==> src/rtl/srr_ram.sv <==
// Generic single-port-write, single-port-read RAM with registered read.
module srr_ram #(
   parameter int WIDTH = 8,
   parameter int DEPTH = 256
) (
   input  logic                     clock,
   input  logic                     wr_en,
   input  logic [$clog2(DEPTH)-1:0] wr_addr,
   input  logic [WIDTH-1:0]         wr_data,
   input  logic                     rd_en,
   input  logic [$clog2(DEPTH)-1:0] rd_addr,
   output logic [WIDTH-1:0]         rd_data
);

   logic [WIDTH-1:0] mem_ff [DEPTH];
   logic [WIDTH-1:0] rd_data_ff;

   // Write and registered read; read data holds while no read is issued
   always_ff @(posedge clock) begin
      if (wr_en) begin
         mem_ff[wr_addr] <= wr_data;
      end
      if (rd_en) begin
         rd_data_ff <= mem_ff[rd_addr];
      end
   end

   assign rd_data = rd_data_ff;

endmodule

==> config.mk <==
export PLATFORM = sky130hd
export DESIGN_NAME = srr_ram
export DESIGN_NICKNAME = d
export VERILOG_FILES = /design/src/rtl/srr_ram.sv
export SDC_FILE = /design/constraint.sdc
export NUM_CORES = 2
export LEC_CHECK = 0
export BUFFER_PORTS_ARGS = -buffer_cell sky130_fd_sc_hd__buf_2
export CORE_UTILIZATION = 35
export CTS_CLUSTER_SIZE = 8
export DETAILED_ROUTE_END_ITERATION = 6
export PLACE_DENSITY = 0.54
export SLEW_MARGIN = 10
export SYNTH_ARGS = -nofsm -noshare
export SYNTH_HDL_FRONTEND = slang
export SYNTH_SLANG_ARGS = --single-unit
==> constraint.sdc <==
create_clock -name clock -period 2.2 [get_ports clock]
set_clock_uncertainty 0.2 [all_clocks]
set_input_delay 0.11 -clock clock [delete_from_list [all_inputs] [get_ports clock]]
set_output_delay 0.11 -clock clock [all_outputs]
set_load 0.02 [all_outputs]
Word level (Yosys, flattened, before mapping)
Memory sizes are Yosys's and may differ from the RTL's. A register that Yosys moved wholly into a read port is not among the register bits.
Cells that the tools add are included.
Widths: inputs -> output; s select.
{"block": "op_classes", "mux": 2}
{"op": "$mux 1", "count": 2}
{"block": "totals", "reg_bits": 0, "ramBits": 2048, "inputBits": 27, "out_inout_bits": 8, "elab_cells": 3, "memories": 1}
{"memory": "mem_ff", "depth": 256, "word_bits": 8, "read_ports": 1, "rd_clocked_by_memory_dff": 1, "write_ports": 1, "line": "15", "text": "logic [WIDTH-1:0] mem_ff [DEPTH];"}

Logic depth before layout (Yosys ltp)
{"block": "depth", "ltp_word": 2, "mapped_depth": 11, "ltp_nobuf": 6}

Worst setup path after synthesis
Ideal clock, no wire load.
{"block": "synth_timing", "kind": "input to register", "startpoint": "in rd_addr[0]", "endpoint": "reg rd_data_ff[2] (netlist: rd_data[2]) (read register of mem_ff) (data pin)", "setup_time_ns": 0.269, "arrival_ns": 1.917, "required_ns": 1.731, "slack_ns": -0.186, "cell_stages": 9, "path_buffers": 4, "path_cell_list": "buf_6 buf_12 buf_8 buf_2 mux4_2 a22oi_1 a21oi_1 nor4_1 nor4_2"}
{"item": "start: declaration", "line": "11", "text": "input logic [$clog2(DEPTH)-1:0] rd_addr,"}
{"item": "end: declaration", "line": "16", "text": "logic [WIDTH-1:0] rd_data_ff;"}

==> results.yml <==
outcome:
  outcome: "finished, violations left"
  violations: "setup timing"
floorplan:
  placementRows: 174
  die_w_um: 479
  dieArea_um2: 229000
  dieHeight_um: 479
  core_area_um2: 226000
  ios: 35
  start_util: 0.353
clock_tree:
  cts-root-buf: "clkbuf_16"
  htree_levels: 5
  cts_buffer_depth: 4
  cts_tree: "built"
  clkSinkCount: 2056
  postCtsSetupBuffers: 0
  numCtsBuffers: 308
  clock_latency_ns: 0.94
  clk_pin_slew_worst_paths_ns: 0.05
synthesis:
  syn_area_per_cell_um2: 21.3
  synth_cell_types: 54
  netlist_area_um2: 79600
  synth-main-ff-cell: "edfxtp_1"
  synth_nets: 3760
  syn_inst: 3733
  synth_edf_count: 2056
  yosysWarnings: 0
  synth_seq_cells: 2056
  synthArstFlopShare: 0
  synth-seq-area-share: 0.775
setup_path:
  max_stage_delay_ns: 0.55
  r2r_cells: 6
  path_class: "reg -> reg"
  cpMostUsedCell: "mux4_2"
  cp.depth: 6
  crit_arrival_ns: 3.13
  path_buf_inv: 1
  crit_family: "multiplexers"
  crit_fanout: 1
  critPathLaunchType: "register"
  critical_path_required_ns: 2.65
  cp_cell_sequence: "mux4_2 -> mux4_2 -> nor2b_4 -> nor4_4 -> buf_4 -> nor4_2"
  slowest_stage: "mux4_2"
  critPathCaptureType: "register"
grt:
  antenna_found_initial: 9
  grtUsageMet3: 0.0379
  grt_overflow: 0
  use_met2: 0.304
  grt_pass1_wl_um: 313000
  busiest_layer: "met2"
  grt_usage: 0.190
  grt_max_degree: 109
  groute.layer.met1.usage: 0.261
  first_global_vias: 42900
route:
  vias_per_cell: 5.39
  routed_wl_um: 219000
  vias: 41300
  first_iter_violations: 4154
  drc: 0
  antenna_left: 0
  wl_per_cell_um: 28.6
  first_pass_iters: 6
worst_hold_path:
  hold_depth: 2
  hold_class: "in -> reg"
placed_design:
  post-place-ws_ns: -1.47
  place_area_um2: 89400
  dpl.hpwl_um: 144000
  portBuffers: 34
  gp_congestion: 0.861
cells_and_area:
  mostFrequentLayoutCells: "2056 x edfxtp_1, 663 x buf_4, 455 x mux4_2"
  nNetsFinal: 4667
  final_area_um2: 98200
  layout_commonest_cell: "edfxtp_1"
  fillerInstances: 19300
  drive_gt1_frac: 0.360
  area_delta_synth_final_pct: 23.3
sta:
  fin_crit_ns: 2.68
  fin_crit_sh: 1.22
  fin_setup_tns_ns: -2.42
  slew_headroom: 0.505
  setup_viol_count_final: 8
  fmax_mhz: 373
  worst_slew_pin_slew_ns: 0.741
  setup_ws_ns: -0.479
  rsz0062_at_grt: "yes"
  finalHoldViolations: 0
  slew_violations: 0
power:
  p_leak_uw: 0.0320
  cellPowerDensity_nw_per_um2: 905
  ir_drop_mv: 0.812
flow_run:
  drv_cap: 0
==> timing repair <==
item | CTS | global route
pin swaps | 14 | 14
endpoints found under the setup margin | 8 | 139
endpoints found under the hold margin | 3243 | 0
hold buffers | 31 | 0
gates resized for setup | 57 | 24
==> through the flow <==
step,power (µW),utilization,hold slack [ns],instances
global route,91300,0.435,0.00572,7652
detailed placement,48900,0.396,0.273,7295
floorplan,46200,-,0.00887,3733
CTS,89700,0.435,0.00742,7652
global placement,48800,0.396,0.268,7295
finish,88800,0.435,0.0465,7653
==> report_power, final <==
group | switching (µW) | internal [µW] | leakage, µW
Clock | 15600 | 24900 | 0.00394
Sequential | 66.4 | 43300 | 0.0185
Combinational | 2910 | 2040 | 0.00954
Total | 18500 | 70300 | 0.0320
==> path summary, 6_finish.rpt <==
path | start | end | slack, ns
setup / recovery | mem_ff[87][4]$_DFFE_PP_ | rd_data[4]$_DFFE_PP_ | -0.48
hold / removal | wr_data[0] | mem_ff[96][0]$_DFFE_PP_ | 0.05
setup reg to reg | mem_ff[87][4]$_DFFE_PP_ | rd_data[4]$_DFFE_PP_ | -0.48
hold reg to reg | mem_ff[62][3]$_DFFE_PP_ | rd_data[3]$_DFFE_PP_ | 0.91
==> synth_stat cells, drive strengths merged (6+ instances only) <==
library cell | n | area share
mux2i | 134 | 0.017
nor4 | 27 | 0.0024
nand4 | 10 | 0.00079
nor2 | 282 | 0.013
nand2 | 33 | 0.0016
clkbuf | 111 | 0.0052
a221oi | 14 | 0.0016
o211ai | 10 | 0.00094
nand2b | 8 | 0.00063
o21ai | 12 | 0.00075
a211oi | 16 | 0.0015
a22oi | 133 | 0.013
buf | 122 | 0.013
o221ai | 47 | 0.0052
nor3 | 22 | 0.0014
mux4 | 456 | 0.13
and2 | 6 | 0.00047
o22ai | 28 | 0.0022
a22o | 8 | 0.00088
nor2b | 31 | 0.0024
a21oi | 96 | 0.0060
edfxtp | 2056 | 0.78
nand3 | 34 | 0.0021
==> cell type report <==
type                    instances  area, µm²  area share
flip-flops and latches       2056      61700       0.629
multi-input cells            1442      17000       0.173
clock buffers                 315       7820      0.0797
repair buffers                830       7630      0.0778
well taps                    2992       3740      0.0381
clock inverters                13        186     0.00190
inverters                       2       7.51   0.0000765
diodes                          3       7.51   0.0000765
==> flip-flops by register name (all words and copies together), names as in the netlist <==
register  count
mem_ff     2048
rd_data       8
==> kinds of logic after synthesis <==
group           synth area share
flops                      0.775
mux                        0.146
simple gates              0.0263
compound gates            0.0342
buf+inv                   0.0183
==> routing by layer <==
layer | share of wire | up-vias
li1 | - | 17400
met1 | 0.42 | 22000
met2 | 0.48 | 1523
met3 | 0.066 | 331
met4 | 0.030 | 2
met5 | 0.000059 | -
Power figures use the tool's default switching activity.
