<file path="config.mk">
export PLATFORM = sky130hd
export DESIGN_NAME = srr_ctl_flat
export DESIGN_NICKNAME = d
export VERILOG_FILES = /design/src/rtl/srr_pkg.sv /design/src/rtl/srr_chan_if.sv /design/src/rtl/srr_ctl.sv /design/src/flat_wrapper.sv
export SDC_FILE = /design/constraint.sdc
export NUM_CORES = 1
export LEC_CHECK = 0
export BUFFER_PORTS_ARGS = -buffer_cell sky130_fd_sc_hd__clkbuf_2
export CORE_ASPECT_RATIO = 1.4
export CORE_MARGIN = 1
export CORE_UTILIZATION = 44
export DETAILED_ROUTE_END_ITERATION = 16
export GPL_ROUTABILITY_DRIVEN = 0
export GPL_TIMING_DRIVEN = 0
export PLACE_DENSITY = 0.8
export SLEW_MARGIN = 20
export SYNTH_ARGS = -nofsm -noshare
export SYNTH_HDL_FRONTEND = slang
export SYNTH_SLANG_ARGS = --single-unit
</file>
<file path="constraint.sdc">
create_clock -name clock -period 2.45 [get_ports clock]
set_input_delay 0.49 -clock clock [delete_from_list [all_inputs] [get_ports clock]]
set_output_delay 0.49 -clock clock [all_outputs]
set_load 0.01 [all_outputs]
</file>
<file path="src/rtl/srr_pkg.sv">
// Shared types and constants for the serial ROM read slave.
package srr_pkg;

   // Store and address sizes
   localparam int MEM_DEPTH = 65536;
   localparam int MEM_AW    = $clog2(MEM_DEPTH);
   localparam int ADDR_BITS = 16;
   localparam int BYTE_BITS = 8;
   localparam int CNT_W     = 5;
   localparam int LOAD_AW   = 16;

   // Item command codes
   localparam logic CMD_EDGE = 1'b0;
   localparam logic CMD_LOAD = 1'b1;

   // Serial phase
   typedef enum logic [1:0] {
      PH_ADDR = 2'd0,
      PH_DATA = 2'd1,
      PH_IDLE = 2'd2
   } srr_phase_type;

   // What the output stage does with an item
   typedef enum logic [1:0] {
      OP_LOAD  = 2'd0,
      OP_IDLE  = 2'd1,
      OP_FETCH = 2'd2,
      OP_SHIFT = 2'd3
   } srr_op_type;

   // Item handed from the control stage to the output stage
   typedef struct packed {
      logic       valid;
      srr_op_type op;
      logic       done;
   } srr_stage_type;

endpackage

</file>
<file path="src/rtl/srr_chan_if.sv">
// Valid/ready channel interfaces for request and response items.
interface srr_req_if
   import srr_pkg::*;
();
   logic                 valid;
   logic                 ready;
   logic                 command;
   logic                 mosi_bit;
   logic [LOAD_AW-1:0]   load_address;
   logic [BYTE_BITS-1:0] load_data;

   modport source (output valid, command, mosi_bit, load_address, load_data, input ready);
   modport sink   (input valid, command, mosi_bit, load_address, load_data, output ready);
endinterface


</file>
<file path="src/rtl/srr_ctl.sv">
// Control stage: address shifting, phase tracking, store reads and loads.
module srr_ctl
   import srr_pkg::*;
(
   input  logic              clock,
   input  logic              reset,
   srr_req_if.sink           req_ch,
   input  logic              stage_ready,
   output srr_stage_type     stage,
   output logic              wr_en,
   output logic [MEM_AW-1:0] wr_addr,
   output logic [BYTE_BITS-1:0] wr_data,
   output logic              rd_en,
   output logic [MEM_AW-1:0] rd_addr
);

   srr_phase_type          phase_ff, phase_in;
   logic [ADDR_BITS-1:0]   addr_ff, addr_in;
   logic [CNT_W-1:0]       cnt_ff, cnt_in;
   srr_stage_type          stage_ff, stage_in;
   logic                   accept;
   logic                   is_edge;
   logic [ADDR_BITS-1:0]   addr_shift;
   logic [CNT_W-1:0]       cnt_inc;
   logic                   addr_full;
   logic                   byte_full;
   srr_op_type             op;
   logic [ADDR_BITS+MEM_AW-1:0] rd_ext;
   logic [LOAD_AW+MEM_AW-1:0]   wr_ext;

   // Take an item whenever the stage register is free or draining
   assign req_ch.ready = !stage_ff.valid || stage_ready;
   assign accept       = req_ch.valid && req_ch.ready;
   assign is_edge      = (req_ch.command == CMD_EDGE);

   assign addr_shift = {addr_ff[ADDR_BITS-2:0], req_ch.mosi_bit};
   assign cnt_inc    = cnt_ff + CNT_W'(1);
   assign addr_full  = (cnt_inc == CNT_W'(ADDR_BITS));
   assign byte_full  = (cnt_inc == CNT_W'(BYTE_BITS));

   // Next phase
   always_comb begin
      phase_in = phase_ff;
      if (accept && is_edge) begin
         unique case (phase_ff)
            PH_ADDR: if (addr_full) phase_in = PH_DATA;
            PH_DATA: if (byte_full) phase_in = PH_IDLE;
            default: phase_in = PH_ADDR;
         endcase
      end
   end

   // Address, count and operation for this item
   always_comb begin
      addr_in = addr_ff;
      cnt_in  = cnt_ff;
      op      = OP_LOAD;
      if (is_edge) begin
         unique case (phase_ff)
            PH_ADDR: begin
               addr_in = addr_shift;
               if (addr_full) begin
                  op     = OP_FETCH;
                  cnt_in = CNT_W'(1);
               end else begin
                  op     = OP_IDLE;
                  cnt_in = cnt_inc;
               end
            end
            PH_DATA: begin
               op = OP_SHIFT;
               if (byte_full) begin
                  cnt_in  = '0;
                  addr_in = '0;
               end else begin
                  cnt_in = cnt_inc;
               end
            end
            default: op = OP_IDLE;
         endcase
      end
   end

   // Stage register: load on accept, drop when taken downstream
   always_comb begin
      stage_in = stage_ff;
      if (accept) begin
         stage_in.valid = 1'b1;
         stage_in.op    = op;
         stage_in.done  = is_edge && (phase_ff == PH_DATA) && byte_full;
      end else if (stage_ready) begin
         stage_in.valid = 1'b0;
      end
   end

   always_ff @(posedge clock) begin
      if (reset) begin
         phase_ff <= PH_ADDR;
         addr_ff  <= '0;
         cnt_ff   <= '0;
      end else begin
         phase_ff <= phase_in;
         if (accept) begin
            addr_ff <= addr_in;
            cnt_ff  <= cnt_in;
         end
      end
   end

   always_ff @(posedge clock) begin
      if (reset) begin
         stage_ff.valid <= 1'b0;
      end else begin
         stage_ff.valid <= stage_in.valid;
      end
      stage_ff.op   <= stage_in.op;
      stage_ff.done <= stage_in.done;
   end

   // Store accesses happen at accept time, in item order
   assign rd_ext  = {{MEM_AW{1'b0}}, addr_shift};
   assign wr_ext  = {{MEM_AW{1'b0}}, req_ch.load_address};
   assign rd_en   = accept && (op == OP_FETCH);
   assign rd_addr = rd_ext[MEM_AW-1:0];
   assign wr_en   = accept && !is_edge;
   assign wr_addr = wr_ext[MEM_AW-1:0];
   assign wr_data = req_ch.load_data;

   assign stage = stage_ff;

endmodule

</file>
<file path="src/flat_wrapper.sv">
// flat-port wrapper written by rule: the top's interface ports become plain ports
module srr_ctl_flat import srr_pkg::*;
  (clock, reset, stage_ready, stage, wr_en, wr_addr, wr_data, rd_en, rd_addr, req_ch_valid, req_ch_command, req_ch_mosi_bit, req_ch_load_address, req_ch_load_data, req_ch_ready);
  srr_req_if req_ch_i ();
  input  logic clock;
  input  logic reset;
  input  logic stage_ready;
  output srr_stage_type stage;
  output logic wr_en;
  output logic [MEM_AW-1:0] wr_addr;
  output logic [BYTE_BITS-1:0] wr_data;
  output logic rd_en;
  output logic [MEM_AW-1:0] rd_addr;
  input wire logic [$bits(req_ch_i.valid)-1:0] req_ch_valid;
  input wire logic [$bits(req_ch_i.command)-1:0] req_ch_command;
  input wire logic [$bits(req_ch_i.mosi_bit)-1:0] req_ch_mosi_bit;
  input wire logic [$bits(req_ch_i.load_address)-1:0] req_ch_load_address;
  input wire logic [$bits(req_ch_i.load_data)-1:0] req_ch_load_data;
  output wire logic [$bits(req_ch_i.ready)-1:0] req_ch_ready;
  assign req_ch_i.valid = req_ch_valid;
  assign req_ch_i.command = req_ch_command;
  assign req_ch_i.mosi_bit = req_ch_mosi_bit;
  assign req_ch_i.load_address = req_ch_load_address;
  assign req_ch_i.load_data = req_ch_load_data;
  assign req_ch_ready = req_ch_i.ready;
  srr_ctl u_core (.clock(clock), .reset(reset), .req_ch(req_ch_i), .stage_ready(stage_ready), .stage(stage), .wr_en(wr_en), .wr_addr(wr_addr), .wr_data(wr_data), .rd_en(rd_en), .rd_addr(rd_addr));
endmodule
</file>
# Word-level counts from Yosys, hierarchy flattened
# Index checks and enable logic that the tools add are counted.
[op_classes] bitwise_logic=1 add_sub_neg=1 n_reduce_logical=14 eq_ne=6 muxes=13
[ops] op="15-bit one-hot mux with 2 select lines" n=1
[ops] op="15-bit two-way mux" n=1
[ops] op="5-bit two-way mux" n=2
[ops] op="5-bit one-hot mux with 2 select lines" n=1
[ops] op="2-bit two-way mux" n=4
[ops] op="2-bit one-hot mux with 2 select lines" n=2
[ops] op="1-bit logical AND" n=6
[ops] op="3-bit AND reduction" n=2
[ops] op="5-bit by 1-bit adder with 5-bit output, second input constant" n=1
[ops] op="5-bit by 4-bit == test with 1-bit output, second input constant" n=1
[ops] op="5-bit == test, second input constant" n=1
[ops] op="2-bit by 1-bit inequality test with 1-bit output, second input constant" n=2
[ops] op="4-bit AND reduction" n=1
[ops] op="2-bit nonzero test" n=2
[ops] op="2-bit by 1-bit == test with 1-bit output, second input constant" n=1
[ops] op="2-bit == test, second input constant" n=1
[ops] op="2-bit logical NOT" n=1
[ops] op="1-bit two-way mux" n=2
[ops] op="1-bit logical NOT" n=1
[ops] op="1-bit logical OR" n=1
[ops] op="1-bit inverter" n=1
[totals] out_inout_bits=47 wordCells=41 reg_bits=26

# Depth between registers and ports, before layout
[depth] ltp_word=7 depth_mapped=7 ltp_nobuf=6

# Worst setup path before layout
# No wires, ideal clock.
[synth_path] path_type="reg-to-output" start="reg u_core.cnt_ff[0]" end="out rd_en" setup_slack_ps=385 required_time_ps=1960 path_stages_with_launch=6 arrival_time_ps=1575 path_buffers=0 cell_sequence="dfxtp_1 -> ha_1 -> nand3_2 -> or3_1 -> o32a_1 -> nor2_1"
[synth_via] elab_chain_len=7
[synth_lines] element="start: declaration" line="srr_ctl.sv:19" rtl="logic [CNT_W-1:0] cnt_ff, cnt_in;"
[synth_lines] element="start signal: assignment" line="srr_ctl.sv:105" rtl="cnt_ff <= cnt_in;"
[synth_lines] element="5-bit by 1-bit adder with 5-bit output" line="srr_ctl.sv:37" rtl="assign cnt_inc = cnt_ff + CNT_W'(1);"
[synth_lines] element="5-bit == test" line="srr_ctl.sv:38" rtl="assign addr_full = (cnt_inc == CNT_W'(ADDR_BITS));"
[synth_lines] element="2-bit two-way mux" line="srr_ctl.sv:62" rtl="if (addr_full) begin"
[synth_lines] element="2-bit one-hot mux with 2 select lines" line="srr_ctl.sv:59" rtl="unique case (phase_ff)"
[synth_lines] element="2-bit two-way mux" line="srr_ctl.sv:58" rtl="if (is_edge) begin"
[synth_lines] element="2-bit == test" line="srr_ctl.sv:123" rtl="assign rd_en = accept && (op == OP_FETCH);"
[synth_lines] element="1-bit logical AND" line="srr_ctl.sv:123"
[synth_lines] element="end: declaration" line="flat_wrapper.sv:12" rtl="output logic rd_en;"
# No other way between the ends.

# Worst setup path after layout
# Same ends and word-level chain as after synthesis.

==> key figures <==
Setup path
  – Launching point of the worst reg2reg path: u_core.cnt_ff[0]$_SDFFE_PP0P_
  – Critical path class: reg2out
  – Critical Path End Type: output port
  – Critical path buffer and inverter count: 1
  – Critical Path Start Type: flip-flop
  – Setup crit start: u_core.cnt_ff[0]$_SDFFE_PP0P_
  – Kind of cell adding the most delay to the critical path: simple AND/OR/NAND/NOR gates
  – Slowest stage cell on the critical path: sky130_fd_sc_hd__dfxtp_4
  – Biggest fanout along the worst timing path: 6
  – Cell chain of the critical path: ha_4 > nand3_2 > or3_4 > o32a_1 > nor2_1 > buf_2
  – Required time of the critical path: 1.96 ns
  – Arrival time worst endpoint: 1.90 ns
  – Biggest cell delay along the critical path: 0.39 ns

Timing
  – Post-route minimum period: 2.387 ns
  – Fmax achieved: 418.9 MHz
  – Setup-failing EPs final: 0
  – Pins Over Slew Limit: 0
  – Final worst clock skew: 0.002858 ns
  – Tcrit/Tclk final: 97.44%
  – RSZ-0062 raised after global routing: no
  – Setup TNS: 0 ns
  – Least-Margin Pin Slew: 0.4255 ns
  – Headroom to the max-slew limit: 71.64%
  – Total count of hold-check failures in the final report: 0

Logic synthesis
  – Synth area leader: sky130_fd_sc_hd__dfxtp_1
  – Dominant combinational cell family by area after synthesis: simple AND/OR/NAND/NOR gates
  – Synthesized-area fraction occupied by ao, oa, aoi and oai cells: 16.61%
  – Yosys warns: 0
  – Top cells by count, synth: sky130_fd_sc_hd__buf_4 (26), sky130_fd_sc_hd__dfxtp_1 (23), sky130_fd_sc_hd__nand2_1 (18), sky130_fd_sc_hd__o22ai_1 (13), sky130_fd_sc_hd__nor2_1 (9)
  – Syn Nets: 189
  – Most numerous cell in the Yosys netlist: sky130_fd_sc_hd__buf_4
  – Sequential-to-total area share from yosys stat: 40.15%
  – Synth top area cells: sky130_fd_sc_hd__dfxtp_1 (34%), sky130_fd_sc_hd__buf_4 (14%), sky130_fd_sc_hd__edfxtp_1 (6.6%)
  – Flop and latch count out of synthesis: 26
  – Basic-gate share of the synthesized area counting and, or, nand and nor cells: 21.62%
  – Cell count after synthesis: 157
  – Number of distinct library cells after synthesis: 40
  – Synth Flop Type: sky130_fd_sc_hd__dfxtp_1
  – Synthesized cell area: 1371 um^2
  – Synthesized area per cell: 8.734 um^2
  – Number of enable flip-flop cells after synthesis: 3
  – Adder-cell area share of the yosys netlist: 1.825%
  – Mux cell area share after synthesis: 0.7299%
  – Yosys top cell area share: 33.58%
  – Share of the synthesized netlist area taken by xor and xnor gates: 1.277%
  – Post-synthesis async set-or-reset flop share: 0%

Clock tree
  – Clock Tree Buf Depth: 2
  – CTS tree: yes
  – Number of buffers created by CTS: 3
  – Number of H-tree levels: 1
  – Clock-pin slew on the worst setup and hold paths: 0.09 ns
  – Clock tree root buffer cell: sky130_fd_sc_hd__clkbuf_8
  – Later-pin clock latency in the skew report: 0.27 ns
  – CTS Hold Buffers Added: 0
  – Clk sink count: 26

Power and ir drop
  – Leakage component of the power: 0.8358 nW
  – PwrDens: 525.4 nW/um^2
  – Worst vdd ir: 0.0004957 V

Cells and area
  – Growth of design area from synthesis to finish: 31.75%
  – Count of nets after finishing: 251
  – Final design area excluding fillers: 1807 um^2
  – Antenna cells: 0
  – Share of post-route cells with drive strength above 1: 47.25%

Hold path
  – Worst hold-check path type: in2reg
  – Origin of the worst min-delay path: req_ch_mosi_bit

Detailed routing
  – Number of nets with antenna violations after detailed routing: 0
  – DRC violations left: 0
  – Vias post-DR: 1301
  – Routed Wire Length: 3.171 mm
  – Detailed router's first-iteration violation count: 19
  – First-pass iteration count of the detailed router: 4
  – Via count normalized by instance count: 5.102
  – Mean routed wirelength per cell: 12.44 um

Floorplanning
  – Floorplan die height: 68.06 um
  – Die Area: 3347 um^2
  – Initial standard-cell utilization of the core: 47.18%
  – Die width: 49.18 um
  – Std cell rows: 23
  – Placeable core region: 2907 um^2
  – IO Pins: 77

Global route
  – Aggregate global-route resource usage: 18.24%
  – Total overflow reported by the global router: 0
  – Pin count of the biggest net entering global routing: 16
  – Vias in the first global route: 1137
  – Global-route wire length before repair: 4.747 mm
  – Number of antenna violations at the first check in global routing: 0

Placed design
  – Number of I/O port buffers: 52
  – Hpwl dp: 2.434 mm
  – Post-DP Area: 1678 um^2

Status
  – Run status: finished, final reports clean

Run
  – Max_cap viols: 0
[layer usage]
metal | part of all wire, % | routed length, um | GRT usage, %
met1 | 41 | 1308 | 19.76
met4 | 2.5 | 79 | 8.824
met5 | 0 | 0 | 0
met2 | 52 | 1651 | 34.25
met3 | 4.1 | 131 | 3.111
[repair_timing]
| action | CTS | global route |
|---|---|---|
| pin swaps | 0 | 3 |
| buffers inserted | 0 | 5 |
| endpoints found under the hold margin | 0 | 0 |
| resized for setup | 5 | 3 |
| setup endpoints to repair | 1 | 1 |
[registers in the layout, summed over array words and instances (netlist names)]
register and cells:
u_core.addr_ff 15, u_core.cnt_ff 5, u_core.stage 4, u_core.phase_ff 2
[power by group]
part           internal (W)  leakage [nW]  switching [W]
Clock              0.000178        0.0339       0.000139
Combinational     0.0000876         0.584      0.0000843
Sequential         0.000444         0.218      0.0000168
[final timing paths]
check | endpoint | slack, ns | cells past startpoint
min reg2reg | u_core.addr_ff[14]$_SDFFE_PP0P_ | 0.50 | 2
min | u_core.addr_ff[0]$_SDFFE_PP0P_ | 0.48 | 3
max reg2reg | u_core.cnt_ff[0]$_SDFFE_PP0P_ | 0.52 | 7
max | rd_en | 0.06 | 6
[cells by family (layout without fill, tap and decap cells)]
family | Yosys count | in the layout
AO/OA/AOI/OAI | 33 | 33
buffers and inverters | 37 | 98
flip-flops | 26 | 26
adder cells (fa/ha/maj) | 2 | 2
AND/OR/NAND/NOR | 56 | 56
XOR/XNOR | 2 | 2
multiplexers | 1 | 1
[cell type report]
class,count,area (um^2)
fillers,258,1100
multi-input cells,94,594.3
flip-flops and latches,26,558.0
repair buffers,57,297.8
plain buffers,30,217.7
clock buffers,4,66.31
well taps,37,46.29
inverters,7,26.28
[through the flow]
step | setup WS [ns] | cells | util (%) | hold WS [ns] | total power (W)
3_5_place_dp | 0.1157 | 246 | 57.73 | 0.4863 | 0.0006379
5_1_grt | 0.003333 | 255 | 62.16 | 0.4880 | 0.0009874
3_3_place_gp | 0.1294 | 246 | 57.73 | 0.4792 | 0.0006346
2_1_floorplan | 0.3853 | 157 | - | 0.4987 | 0.0005876
6_report | 0.06260 | 255 | 62.16 | 0.4792 | 0.0009492
4_1_cts | 0.02167 | 250 | 60.61 | 0.4774 | 0.0009511
[cells in the final DEF (no fill, tap or decap), drive strengths merged, types with 5 or more instances in the layout]
cell and count:
clkbuf 58, a21oi 5, buf 33, dfxtp 23
inv 6, nand3 8, o22ai 13, nand2 18
nor2 10
[tightest hold or removal path, stage by stage]
cell,delay (ns)
sky130_fd_sc_hd__clkbuf_2,0.09
sky130_fd_sc_hd__inv_1,0.05
sky130_fd_sc_hd__o32ai_1,0.08
Power figures use the tool's default switching activity.
