[src/rtl/srr_pkg.sv]
// Shared types and constants for the serial ROM read slave.
package srr_pkg;

   // Store and address sizes
   localparam int MEM_DEPTH = 65536;
   localparam int MEM_AW    = $clog2(MEM_DEPTH);
   localparam int ADDR_BITS = 16;
   localparam int BYTE_BITS = 8;
   localparam int CNT_W     = 5;
   localparam int LOAD_AW   = 16;

   // Item command codes
   localparam logic CMD_EDGE = 1'b0;
   localparam logic CMD_LOAD = 1'b1;

   // Serial phase
   typedef enum logic [1:0] {
      PH_ADDR = 2'd0,
      PH_DATA = 2'd1,
      PH_IDLE = 2'd2
   } srr_phase_type;

   // What the output stage does with an item
   typedef enum logic [1:0] {
      OP_LOAD  = 2'd0,
      OP_IDLE  = 2'd1,
      OP_FETCH = 2'd2,
      OP_SHIFT = 2'd3
   } srr_op_type;

   // Item handed from the control stage to the output stage
   typedef struct packed {
      logic       valid;
      srr_op_type op;
      logic       done;
   } srr_stage_type;

endpackage

[src/rtl/srr_chan_if.sv]


interface srr_rsp_if;
   logic valid;
   logic ready;
   logic miso_level;
   logic miso_updated;
   logic byte_done;

   modport source (output valid, miso_level, miso_updated, byte_done, input ready);
   modport sink   (input valid, miso_level, miso_updated, byte_done, output ready);
endinterface

[src/rtl/srr_out.sv]
// Output stage: data byte shifting, line level and response register.
module srr_out
   import srr_pkg::*;
(
   input  logic                 clock,
   input  logic                 reset,
   input  srr_stage_type        stage,
   input  logic [BYTE_BITS-1:0] rd_data,
   output logic                 stage_ready,
   srr_rsp_if.source            rsp_ch
);

   logic [BYTE_BITS-1:0] dshift_ff, dshift_in;
   logic                 miso_ff, miso_in;
   logic                 rsp_valid_ff, rsp_valid_in;
   logic                 updated_ff;
   logic                 done_ff;
   logic                 take;

   assign stage_ready = !rsp_valid_ff || rsp_ch.ready;
   assign take        = stage.valid && stage_ready;

   // Drive the next data bit from the fetched byte or the shift register
   always_comb begin
      dshift_in = dshift_ff;
      miso_in   = miso_ff;
      case (stage.op)
         OP_FETCH: begin
            miso_in   = rd_data[BYTE_BITS-1];
            dshift_in = {rd_data[BYTE_BITS-2:0], 1'b0};
         end
         OP_SHIFT: begin
            miso_in   = dshift_ff[BYTE_BITS-1];
            dshift_in = {dshift_ff[BYTE_BITS-2:0], 1'b0};
         end
         default: ;
      endcase
   end

   // Hold the response until taken
   always_comb begin
      rsp_valid_in = rsp_valid_ff;
      if (take) begin
         rsp_valid_in = 1'b1;
      end else if (rsp_ch.ready) begin
         rsp_valid_in = 1'b0;
      end
   end

   always_ff @(posedge clock) begin
      if (reset) begin
         rsp_valid_ff <= 1'b0;
         miso_ff      <= 1'b0;
         dshift_ff    <= '0;
      end else begin
         rsp_valid_ff <= rsp_valid_in;
         if (take) begin
            miso_ff   <= miso_in;
            dshift_ff <= dshift_in;
         end
      end
   end

   always_ff @(posedge clock) begin
      if (take) begin
         updated_ff <= (stage.op == OP_FETCH) || (stage.op == OP_SHIFT);
         done_ff    <= stage.done;
      end
   end

   assign rsp_ch.valid        = rsp_valid_ff;
   assign rsp_ch.miso_level   = miso_ff;
   assign rsp_ch.miso_updated = updated_ff;
   assign rsp_ch.byte_done    = done_ff;

endmodule

[src/flat_wrapper.sv]
// flat-port wrapper written by rule: the top's interface ports become plain ports
module srr_out_flat import srr_pkg::*;
  (clock, reset, stage, rd_data, stage_ready, rsp_ch_valid, rsp_ch_miso_level, rsp_ch_miso_updated, rsp_ch_byte_done, rsp_ch_ready);
  srr_rsp_if rsp_ch_i ();
  input  logic clock;
  input  logic reset;
  input  srr_stage_type stage;
  input  logic [BYTE_BITS-1:0] rd_data;
  output logic stage_ready;
  output wire logic [$bits(rsp_ch_i.valid)-1:0] rsp_ch_valid;
  output wire logic [$bits(rsp_ch_i.miso_level)-1:0] rsp_ch_miso_level;
  output wire logic [$bits(rsp_ch_i.miso_updated)-1:0] rsp_ch_miso_updated;
  output wire logic [$bits(rsp_ch_i.byte_done)-1:0] rsp_ch_byte_done;
  input wire logic [$bits(rsp_ch_i.ready)-1:0] rsp_ch_ready;
  assign rsp_ch_valid = rsp_ch_i.valid;
  assign rsp_ch_miso_level = rsp_ch_i.miso_level;
  assign rsp_ch_miso_updated = rsp_ch_i.miso_updated;
  assign rsp_ch_byte_done = rsp_ch_i.byte_done;
  assign rsp_ch_i.ready = rsp_ch_ready;
  srr_out u_core (.clock(clock), .reset(reset), .stage(stage), .rd_data(rd_data), .stage_ready(stage_ready), .rsp_ch(rsp_ch_i));
endmodule
[config.mk]
export PLATFORM = sky130hd
export DESIGN_NAME = srr_out_flat
export DESIGN_NICKNAME = d
export VERILOG_FILES = /design/src/rtl/srr_pkg.sv /design/src/rtl/srr_chan_if.sv /design/src/rtl/srr_out.sv /design/src/flat_wrapper.sv
export SDC_FILE = /design/constraint.sdc
export NUM_CORES = 1
export LEC_CHECK = 0
export BUFFER_PORTS_ARGS = -buffer_cell sky130_fd_sc_hd__buf_2
export CELL_PAD_IN_SITES_DETAIL_PLACEMENT = 0
export CELL_PAD_IN_SITES_GLOBAL_PLACEMENT = 1
export CORE_UTILIZATION = 29
export DETAILED_ROUTE_END_ITERATION = 8
export GPL_TIMING_DRIVEN = 0
export PLACE_DENSITY = 0.67
export REMOVE_ABC_BUFFERS = 1
export SYNTH_ARGS = -nofsm -noshare
export SYNTH_HDL_FRONTEND = slang
export SYNTH_SLANG_ARGS = --single-unit
export TNS_END_PERCENT = 1
[constraint.sdc]
create_clock -name clock -period 1.02 [get_ports clock]
set_input_delay 0.153 -clock clock [delete_from_list [all_inputs] [get_ports clock]]
set_output_delay 0.153 -clock clock [all_outputs]
set_load 0.005 [all_outputs]
=== Word-level counts from Yosys, hierarchy flattened ===
Index checks and enable logic that the tools add are counted.

* Eq/ne operators: 2
* Mux-type cells: 4
* Reduce and logical (&&, ||, !) cells: 7

{| class="wikitable"
|+ Operators with widths
! kind !! count
|-
| 8-bit one-hot mux with 2 select lines || 1
|-
| 2-bit == test (second input constant) || 2
|-
| 2-bit nonzero test || 2
|-
| 1-bit logical OR || 2
|-
| 1-bit two-way mux || 2
|-
| 1-bit one-hot mux with 2 select lines || 1
|-
| 2-bit AND reduction || 1
|-
| 1-bit logical AND || 1
|-
| 1-bit zero test || 1
|}

* Bits in registers: 12
* Input bits: 15
* Output and inout port bits: 5
* Logic and storage cells: 18

=== Logic depth before layout (Yosys ltp) ===
Gate-level depths: netlist of run 1.

* Depth after elaboration: 4
* Mapped depth: 4
* Mapped depth without buffers: 4

=== Worst setup path after synthesis of run 1 ===
Ideal clock, no wire load.

* Path type: register to register
* Start: reg u_core.rsp_valid_ff, in the netlist u_core.rsp_ch.valid
* End: reg u_core.done_ff, in the netlist u_core.rsp_ch.byte_done (enable)
* Setup time: 0.245 ns
* Arrival: 0.772 ns
* Data required time: 0.775 ns
* Setup slack: 0.003 ns
* Stages on the path, launching flop included: 4
* Buffers on the path: 0
* Clock period less this slack: 1.017 ns
* Path through: dfxtp_1 -> nor2b_4 -> inv_2 -> and2_2

* Cells in the longest elaborated chain, start to end: 3

{| class="wikitable"
|+ Ends and longest elaborated chain
! what !! line !! text
|-
| from (decl) || srr_out.sv:15 || <nowiki>logic rsp_valid_ff, rsp_valid_in;</nowiki>
|-
| from (signal assigned) || srr_out.sv:56 || <nowiki>rsp_valid_ff <= rsp_valid_in;</nowiki>
|-
| 1-bit zero test || srr_out.sv:20 || <nowiki>assign stage_ready = !rsp_valid_ff || rsp_ch.ready;</nowiki>
|-
| 1-bit logical OR || srr_out.sv:20 ||
|-
| net stage_ready || flat_wrapper.sv:9 || <nowiki>output logic stage_ready;</nowiki>
|-
| 1-bit logical AND || srr_out.sv:21 || <nowiki>assign take = stage.valid && stage_ready;</nowiki>
|-
| to (signal assigned) || srr_out.sv:67 || <nowiki>done_ff <= stage.done;</nowiki>
|-
| to (decl) || srr_out.sv:17 || <nowiki>logic done_ff;</nowiki>
|}

The timed path passes the listed nets, and every way through them passes these cells.
A chain may end at the register's enable or synchronous reset.

=== Worst setup path in the final report of run 1 ===
* Start: reg u_core.rsp_valid_ff, in the netlist u_core.rsp_ch.valid
* End: out stage_ready

* Cells in the longest elaborated chain, start to end: 2

{| class="wikitable"
|+ Ends and longest elaborated chain
! what !! line
|-
| 1-bit zero test || srr_out.sv:20
|-
| 1-bit logical OR || srr_out.sv:20
|-
| to (decl) || flat_wrapper.sv:9
|}

No other way between the ends.

==> results.tsv, run 1 <==
metric	value	unit
final_area	667	um2
dieArea	0.00187	mm2
clkTransAtPathRegs	0.07	ns
fp.dieW	43.2	um
finalSetupTns	-0.0678	ns
vias	432	
ys_seq_area_frac	0.487	
power_density	1400	mW/mm2
clkSinkCount	11	
crit_path_start_kind	flop	
ir_worst_vdd	0.000653	V
endpoint_kind	primary output	
drtIter0Drc	4	
r2r_slack	0	ns
cts-buffers-inserted	3	
hold_viol	0	
dpl_cell_area	578	um2
ys_async_sr_fraction	0	
cts-root-buf	clkbuf_4	
synthMostInstantiatedCell	dfxtp_1	
die_h	43.2	um
crit_type	flop to primary output	
ant_nets	0	
antenna_found_initial	0	
ys_warn_count	0	
dp.final_hpwl	720	um
synth_enable_flop_cells	2	
start_util	0.320	
ios	20	
required	0.87	ns
ctsHoldBuffers	0	
rsz0062_at_grt	true	
diodes	0	
clk_latency	0.26	ns
synth_cell_types	16	
place_congestion	0.604	
hold_path_class	input port to flop	
synth_cells	47	
fin_hold_ws	0.0668	ns
grt_max_degree	10	
fin_skew	0.00332	ns
yosys.area.top_type	dfxtp_1	
synth-seq-cells	11	
relSlewSlack	0.731	
io_buffers	19	
drt_wl_total	1040	um
ys.flop_type	dfxtp_1	
via_per_inst	5.02	
cts_tree	yes	
setup_viol	1	
maxCapViolCount	0	
drt_pass1_iterations	3	
avgSynthCellArea	10.5	um2
yosys-top-cells-area	dfxtp_1, mux2i_1, edfxtp_1, a211oi_1, a21oi_1	
clock.fmax	919	MHz
wl_per_cell	12.1	um
grt_use_total	0.131	
row_count	14	
cts_buffer_depth	2	
drive_above_1_share	0.500	
grt-ovfl-total	0	
final_nets	86	
grt_pass1_wl	1790	um
drc	0	
setup_ws	-0.0678	ns
post-route-period-util	1.07	
maxSlewViolCount	0	
synth.cell_area	493	um2
violations	negative setup slack	
arrival	0.93	ns
outcome	finished with violations	
pre_cts_ws	-0.0910	ns
yosys-top-cells-count	dfxtp_1, a21oi_1, a211oi_1, mux2i_1, nor2_1	
crit_start	u_core.rsp_ch.valid	
r2r_start	u_core.rsp_ch.valid	
area_delta_synth_final	35.3	%
cts_max_level	1	
coreArea	0.00154	mm2
yosysTopAreaCellShare	0.365	
worstHoldStart	stage[0]	
grt_pass1_vias	421	
layout_min_cycle_time	1.09	ns
path_max_fanout	4	
leakagePower	0.287	nW
tightest_slew	0.404	ns
[area by class of cell]
cell class / instances / area, um2
Fill cell: 174 / 875
Tap cell: 16 / 20.0
Timing Repair Buffer: 23 / 131
Sequential cell: 11 / 241
Clock buffer: 4 / 26.3
Inverter: 1 / 6.26
Multi-Input combinational cell: 31 / 241
[metrics by stage]
| step | total power (W) | instances | utilization |
|---|---|---|---|
| 2_1_floorplan | 0.000557 | 43 | - |
| 3_3_place_gp | 0.000620 | 78 | 0.375 |
| 3_5_place_dp | 0.000621 | 78 | 0.375 |
| 4_1_cts | 0.000936 | 86 | 0.425 |
| 5_1_grt | 0.000991 | 86 | 0.433 |
| 6_report | 0.000933 | 86 | 0.433 |
[flip-flops by register name, summed over array words and instances, names as in the netlist]
name,count
u_core.rsp_ch.miso_updated,1
u_core.rsp_ch.byte_done,1
u_core.rsp_ch.miso_level,1
u_core.dshift_ff,7
u_core.rsp_ch.valid,1
[power breakdown]
part	leakage, nW	internal, W	switching (W)
combinational	0.179	0.0000807	0.0000726
clock	0.0150	0.000151	0.000144
sequential	0.0936	0.000470	0.0000140
total	0.287	0.000702	0.000231
[worst paths after layout]
check	endpoint	depth (start not counted)
worst max-delay path	stage_ready	3
worst min register to register	u_core.dshift_ff[1]	2
worst max register to register	u_core.dshift_ff[6]	5
worst min-delay path	u_core.rsp_ch.byte_done	1
[layer usage]
| metal | part of all wire | routed length [um] | track usage |
|---|---|---|---|
| met5 | 0 | 0 | 0 |
| met4 | 0.012 | 13 | 0.0727 |
| met3 | 0.060 | 62 | 0.0468 |
| met2 | 0.47 | 485 | 0.197 |
| met1 | 0.46 | 479 | 0.160 |
[repair_timing]
item,in CTS,in global routing
endpoints found under the hold margin,0,0
pin swaps,0,2
setup buffers,4,0
gates resized for setup,6,3
setup endpoints to repair,10,10
[cell usage in the layout (no fill, tap or decap), types with 2 or more instances in the layout]
cell	instances
buf_2	18
edfxtp_1	2
mux2i_1	7
a21oi_2	4
a211oi_1	7
nor2_1	2
clkbuf_4	3
dfxtp_1	8
buf_4	4
a21oi_1	4
[critical path: stages (launching register included)]
cell,delay (ns)
dfxtp_2,0.33
nor2b_4,0.18
inv_4,0.06
buf_6,0.11
[logic make-up after synthesis]
kind of cell    after synthesis  synth area share
flops                        11             0.487
simple gates                  8             0.104
buf+inv                       5            0.0685
compound gates               16             0.198
mux                           7             0.142
Power figures use the tool's default switching activity.
==> run 2, diff against run 1 <==
--- a/config.mk
+++ b/config.mk
@@ -5,13 +5,14 @@
 export SDC_FILE = /design/constraint.sdc
 export NUM_CORES = 1
 export LEC_CHECK = 0
+export ABC_AREA = 1
 export BUFFER_PORTS_ARGS = -buffer_cell sky130_fd_sc_hd__buf_2
 export CELL_PAD_IN_SITES_DETAIL_PLACEMENT = 0
 export CELL_PAD_IN_SITES_GLOBAL_PLACEMENT = 1
-export CORE_UTILIZATION = 29
+export CORE_UTILIZATION = 28
+export CTS_CLUSTER_SIZE = 40
 export DETAILED_ROUTE_END_ITERATION = 8
-export GPL_TIMING_DRIVEN = 0
-export PLACE_DENSITY = 0.67
+export PLACE_DENSITY = 0.68
 export REMOVE_ABC_BUFFERS = 1
 export SYNTH_ARGS = -nofsm -noshare
 export SYNTH_HDL_FRONTEND = slang
==> results.tsv, run 2 <==
metric	value	unit	change
fin_util	0.367		-0.0654
die_h	47.2	um	+9.3%
final_area	713	um2	+6.9%
diodes	0		unchanged
maxCapViolCount	0		unchanged
crit_type	flop to primary output		
ctsResizeCount	0		-6
layout_min_cycle_time	0.968	ns	-0.120 ns
hold_viol	0		unchanged
area_delta_synth_final	24.5	%	
dpl_cell_area	683	um2	+18%
drc	0		unchanged
start_util	0.295		-0.0247
multiInputGateArea	256	um2	+6.2%
final_cells	134		+56%
crit_path_start_kind	flop		
yosys-top-cells-count	nand2_1, nor2_1, inv_1		
relSlewSlack	0.812		+0.0807
yosysTopAreaCellShare	0.314		-0.0511
place_congestion	0.755		+25%
synth_cell_types	12		-4
ir_worst_vdd	0.000448	V	-31%
synth.cell_area	573	um2	+16%
place_inst	130		+67%
fp.dieW	47.2	um	+9.3%
cts_tree	yes		
antenna_found_initial	0		unchanged
clock.fmax	1030	MHz	+12%
cts-buffers-inserted	3		unchanged
crit_chain	nand2_2 -> buf_2		
maxSlewViolCount	0		unchanged
ant_nets	0		unchanged
largest_reg_flops	7		unchanged
yosys.area.top_type	dfxtp_1		
io_buffers	19		unchanged
drive_above_1_share	0.280		-0.220
ys_async_sr_fraction	0		unchanged
grt_use_total	0.119		-0.0116
row_count	16		+2
cts-root-buf	clkbuf_4		
ctsHoldBuffers	0		unchanged
required	0.87	ns	about the same
synth_enable_flop_cells	2		unchanged
ios	20		unchanged
slowest_stage	dfxtp_2		
synthMostInstantiatedCell	nand2_1		
grt_pass1_wl	1780	um	-0.39%
via_per_inst	3.90		-22%
finalSetupTns	0	ns	+0.0678 ns
outcome	finished, final reports clean		
cpPeakStageDelay	0.34	ns	about the same
setup_viol	0		-1
drt_wl_total	1200	um	+15%
final_cell_mix	nand2_1, buf_2, nor2_1		
clkSinkCount	11		unchanged
cts_max_level	1		unchanged
nFillCells	230		+32%
drtIter0Drc	4		unchanged
dp.final_hpwl	872	um	+21%
synth-seq-cells	11		unchanged
power	0.000937	W	+0.48%
endpoint_kind	primary output		
dieArea	0.00223	mm2	+19%
path_delay_family	flip-flops		
synth_cells	86		+83%
post_cts.repair.setup_buffers	0		-4
coreArea	0.00194	mm2	+26%
ys.flop_type	dfxtp_1		
final_common_cell	nand2_1		
vias	522		+21%
ys_warn_count	0		unchanged
grt_max_degree	17		+7
yosys-top-cells-area	dfxtp_1, nand2_1, nor2_1, edfxtp_1, inv_1		
rsz0062_at_grt	true		
path_max_fanout	3		-1
power_density	1310	mW/mm2	-6.0%
wl_per_cell	8.92	um	-26%
leakagePower	0.400	nW	+39%
top_register	u_core.dshift_ff		
cts_buffer_depth	2		unchanged
clkTransAtPathRegs	0.07	ns	about the same
drt_pass1_iterations	3		unchanged
hold_path_class	input port to flop		
post-route-period-util	0.949		-0.118
arrival	0.81	ns	-0.12 ns
grt-ovfl-total	0		unchanged
crit_buf_inv	1		-1
seq_area	241	um2	unchanged
final_nets	123		+43%
clk_latency	0.26	ns	about the same
grt_pass1_vias	419		-0.48%
fin_skew	0.000509	ns	-0.00281 ns
tightest_slew	0.282	ns	-0.121 ns
ys_seq_area_frac	0.419		-0.0681
avgSynthCellArea	6.66	um2	-36%
[run 2: changes by cell type in the layout (fill, tap and decap cells not counted), sizes merged]
cell,delta
a211oi,-7
a21oi,-6
and2,-2
buf,-2
inv,+11
mux2i,-7
nand2,+31
nand3,+8
nand4b,-1
nor2,+14
nor2b,-1
o21ai,-1
[run 2: final timing paths]
check,to,start,cells after the start,slack [ns]
hold / removal,u_core.rsp_ch.valid,reset,2,0.05
setup / recovery,stage_ready,u_core.rsp_ch.valid,2,0.05
hold reg to reg,u_core.dshift_ff[5],u_core.dshift_ff[5],4,0.51
setup reg to reg,u_core.dshift_ff[2],u_core.rsp_ch.valid,4,0.10
[run 2: per-stage QoR]
step | setup slack [ns] | hold slack [ns]
after CTS | 0.00608 | 0.0458
after global routing | -0.00168 | 0.0416
after detailed placement | 0.0768 | 0.333
final | 0.0525 | 0.0484
after floorplan | 0.170 | 0.222
after global placement | 0.103 | 0.330
[run 2: final cells by class]
class | count | area share
clock buffer | 4 | 0.0368
sequential | 11 | 0.339
timing repair buffer | 21 | 0.154
inverter | 12 | 0.0632
multi-input combinational | 59 | 0.360
tap | 27 | 0.0474
[run 2: power breakdown]
| part | total (W) | internal (W) | switching [W] |
|---|---|---|---|
| clock | 0.000292 | 0.000151 | 0.000141 |
| combinational | 0.000160 | 0.0000686 | 0.0000913 |
| sequential | 0.000485 | 0.000472 | 0.0000130 |
| total | 0.000937 | 0.000692 | 0.000245 |
[run 2: kinds of logic after synthesis]
kind of cell    Yosys count  synth area share
simple gates             57             0.426
buf+inv                  16             0.138
flops                    11             0.419
compound gates            2            0.0175
[run 2: layer usage]
layer	share of wire	GRT usage	wire, um
met2	0.43	0.184	508
met3	0.048	0.0385	57
met4	0.010	0.0686	12
met1	0.52	0.145	616
met5	0	0	0
==> run 3, diff against run 2 <==
--- a/config.mk
+++ b/config.mk
@@ -12,7 +12,7 @@
 export CORE_UTILIZATION = 28
 export CTS_CLUSTER_SIZE = 40
 export DETAILED_ROUTE_END_ITERATION = 8
-export PLACE_DENSITY = 0.68
+export PLACE_DENSITY = 0.78
 export REMOVE_ABC_BUFFERS = 1
 export SYNTH_ARGS = -nofsm -noshare
 export SYNTH_HDL_FRONTEND = slang
==> constraint.sdc (replaced) <==
create_clock -name clock -period 1.02 [get_ports clock]
set_input_delay 0.204 -clock clock [delete_from_list [all_inputs] [get_ports clock]]
set_output_delay 0.204 -clock clock [all_outputs]
set_load 0.005 [all_outputs]
==> results.tsv, run 3 (same netlist as run 2, synthesis figures left out) <==
metric	value	unit	change
ant_nets	0		unchanged
cts_buffer_depth	2		unchanged
grt_use_total	0.125		+0.00608
vias	547		+4.8%
reg2regPathDepth	6		+2
clock.fmax	1000	MHz	-2.8%
coreArea	0.00194	mm2	unchanged
r2r_start	u_core.rsp_ch.valid		
drt_pass1_iterations	2		-1
r2r_slack	0.09	ns	about the same
leakagePower	0.409	nW	+2.2%
hold_viol	0		unchanged
crit_chain	nand2_2 -> buf_2		
maxCapViolCount	0		unchanged
diodes	0		unchanged
arrival	0.79	ns	-0.02 ns
setup_viol	0		unchanged
maxSlewViolCount	0		unchanged
place_inst	130		unchanged
top_register	u_core.dshift_ff		
post-route-period-util	0.976		+0.0277
grt_max_degree	17		unchanged
clkTransAtPathRegs	0.07	ns	about the same
drive_above_1_share	0.284		+0.00403
grt_pass1_vias	471		+12%
power_density	1300	mW/mm2	-1.4%
ir_worst_vdd	0.000602	V	+35%
cpPeakStageDelay	0.34	ns	about the same
outcome	finished, final reports clean		
row_count	16		unchanged
crit_path_start_kind	flop		
final_nets	125		+1.6%
clkSinkCount	11		unchanged
tightest_slew	0.266	ns	-0.0163 ns
power	0.000954	W	+1.7%
dp.final_hpwl	855	um	-2.0%
final_common_cell	nand2_1		
crit_start	u_core.rsp_ch.valid		
fp.dieW	47.2	um	unchanged
critPathCapture	stage_ready		
ctsHoldBuffers	0		unchanged
largest_reg_flops	7		unchanged
rsz0062_at_grt	true		
drt_wl_total	1220	um	+1.7%
final_cell_mix	nand2_1, buf_2, nor2_1		
relSlewSlack	0.822		+0.0109
cts_tree	yes		
via_per_inst	4.02		+3.2%
place_congestion	0.694		-8.1%
clk_latency	0.26	ns	about the same
wl_per_cell	8.93	um	+0.18%
dieArea	0.00223	mm2	unchanged
crit_type	flop to primary output		
fin_skew	0.00284	ns	+0.00233 ns
antenna_found_initial	0		unchanged
ios	20		unchanged
drc	0		unchanged
area_delta_synth_final	28.4	%	
path_max_fanout	3		unchanged
endpoint_kind	primary output		
cts_max_level	1		unchanged
grt_pass1_wl	1920	um	+7.8%
final_cells	136		+1.5%
start_util	0.295		unchanged
required	0.82	ns	-0.05 ns
reg2reg_to	u_core.dshift_ff[5]		
io_buffers	19		unchanged
drtIter0Drc	2		-2
cts-root-buf	clkbuf_4		
die_h	47.2	um	unchanged
grt-ovfl-total	0		unchanged
finalSetupTns	0	ns	unchanged
fin_util	0.379		+0.0116
layout_min_cycle_time	0.996	ns	+0.0283 ns
hold_path_class	input port to flop		
slowest_stage	dfxtp_2		
cts-buffers-inserted	3		unchanged
-- run 3: cell count changes in the layout (fill, tap and decap cells not counted), sizes merged --
cell,before,now
buf,21,22
nand3,8,9
-- run 3: layout make-up --
type	instances	area (um2)
inverters	12	45.0
fillers	220	1210
flip-flops and latches	11	241
well taps	27	33.8
clock buffers	4	26.3
multi-input cells	60	272
repair buffers	22	118
-- run 3: worst min-delay path by stage --
stage / start / to / slack (ns) / cells after the start
after floorplan: reset / u_core.rsp_ch.valid / 0.27 / 1
after global placement: reset / u_core.rsp_ch.valid / 0.37 / 2
after detailed placement: reset / u_core.rsp_ch.valid / 0.38 / 2
after CTS: reset / u_core.rsp_ch.valid / 0.08 / 2
after global routing: reset / u_core.rsp_ch.valid / 0.08 / 2
final: reset / u_core.rsp_ch.valid / 0.1 / 2
-- run 3: power breakdown --
group	switching, W	internal, W
Combinational	0.0000954	0.0000726
Clock	0.000148	0.000151
Sequential	0.0000138	0.000472
Total	0.000258	0.000696
-- run 3: per-stage QoR --
stage	hold slack [ns]	worst slack (ns)	instance area (um2)
5_1_grt	0.0823	-0.0274	736
4_1_cts	0.0837	0.0157	718
6_report	0.0977	0.0242	736
2_1_floorplan	0.273	0.170	539
3_3_place_gp	0.373	0.0600	683
3_5_place_dp	0.381	0.0322	683
-- run 3: repair_timing --
item / CTS / global route
gates resized for setup: 1 / 1
setup endpoints to repair: 1 / 9
pin swaps: 1 / 0
buffers inserted: 1 / 0
cloned: 0 / 1
endpoints found under the hold margin: 0 / 0
-- run 3: worst max-delay path, delay by kind of cell, from the launching register on --
family,cells,cell delay [ns]
DFF,1,0.34
buffers and inverters,1,0.12
and+or+nand+nor,1,0.06
-- run 3: routing by layer --
metal	track usage	vias to the layer above	part of all wire
met5	0	-	0
met4	0.0857	0	0
met3	0.0385	0	0.047
met2	0.175	13	0.48
met1	0.163	230	0.48
li1	-	304	-
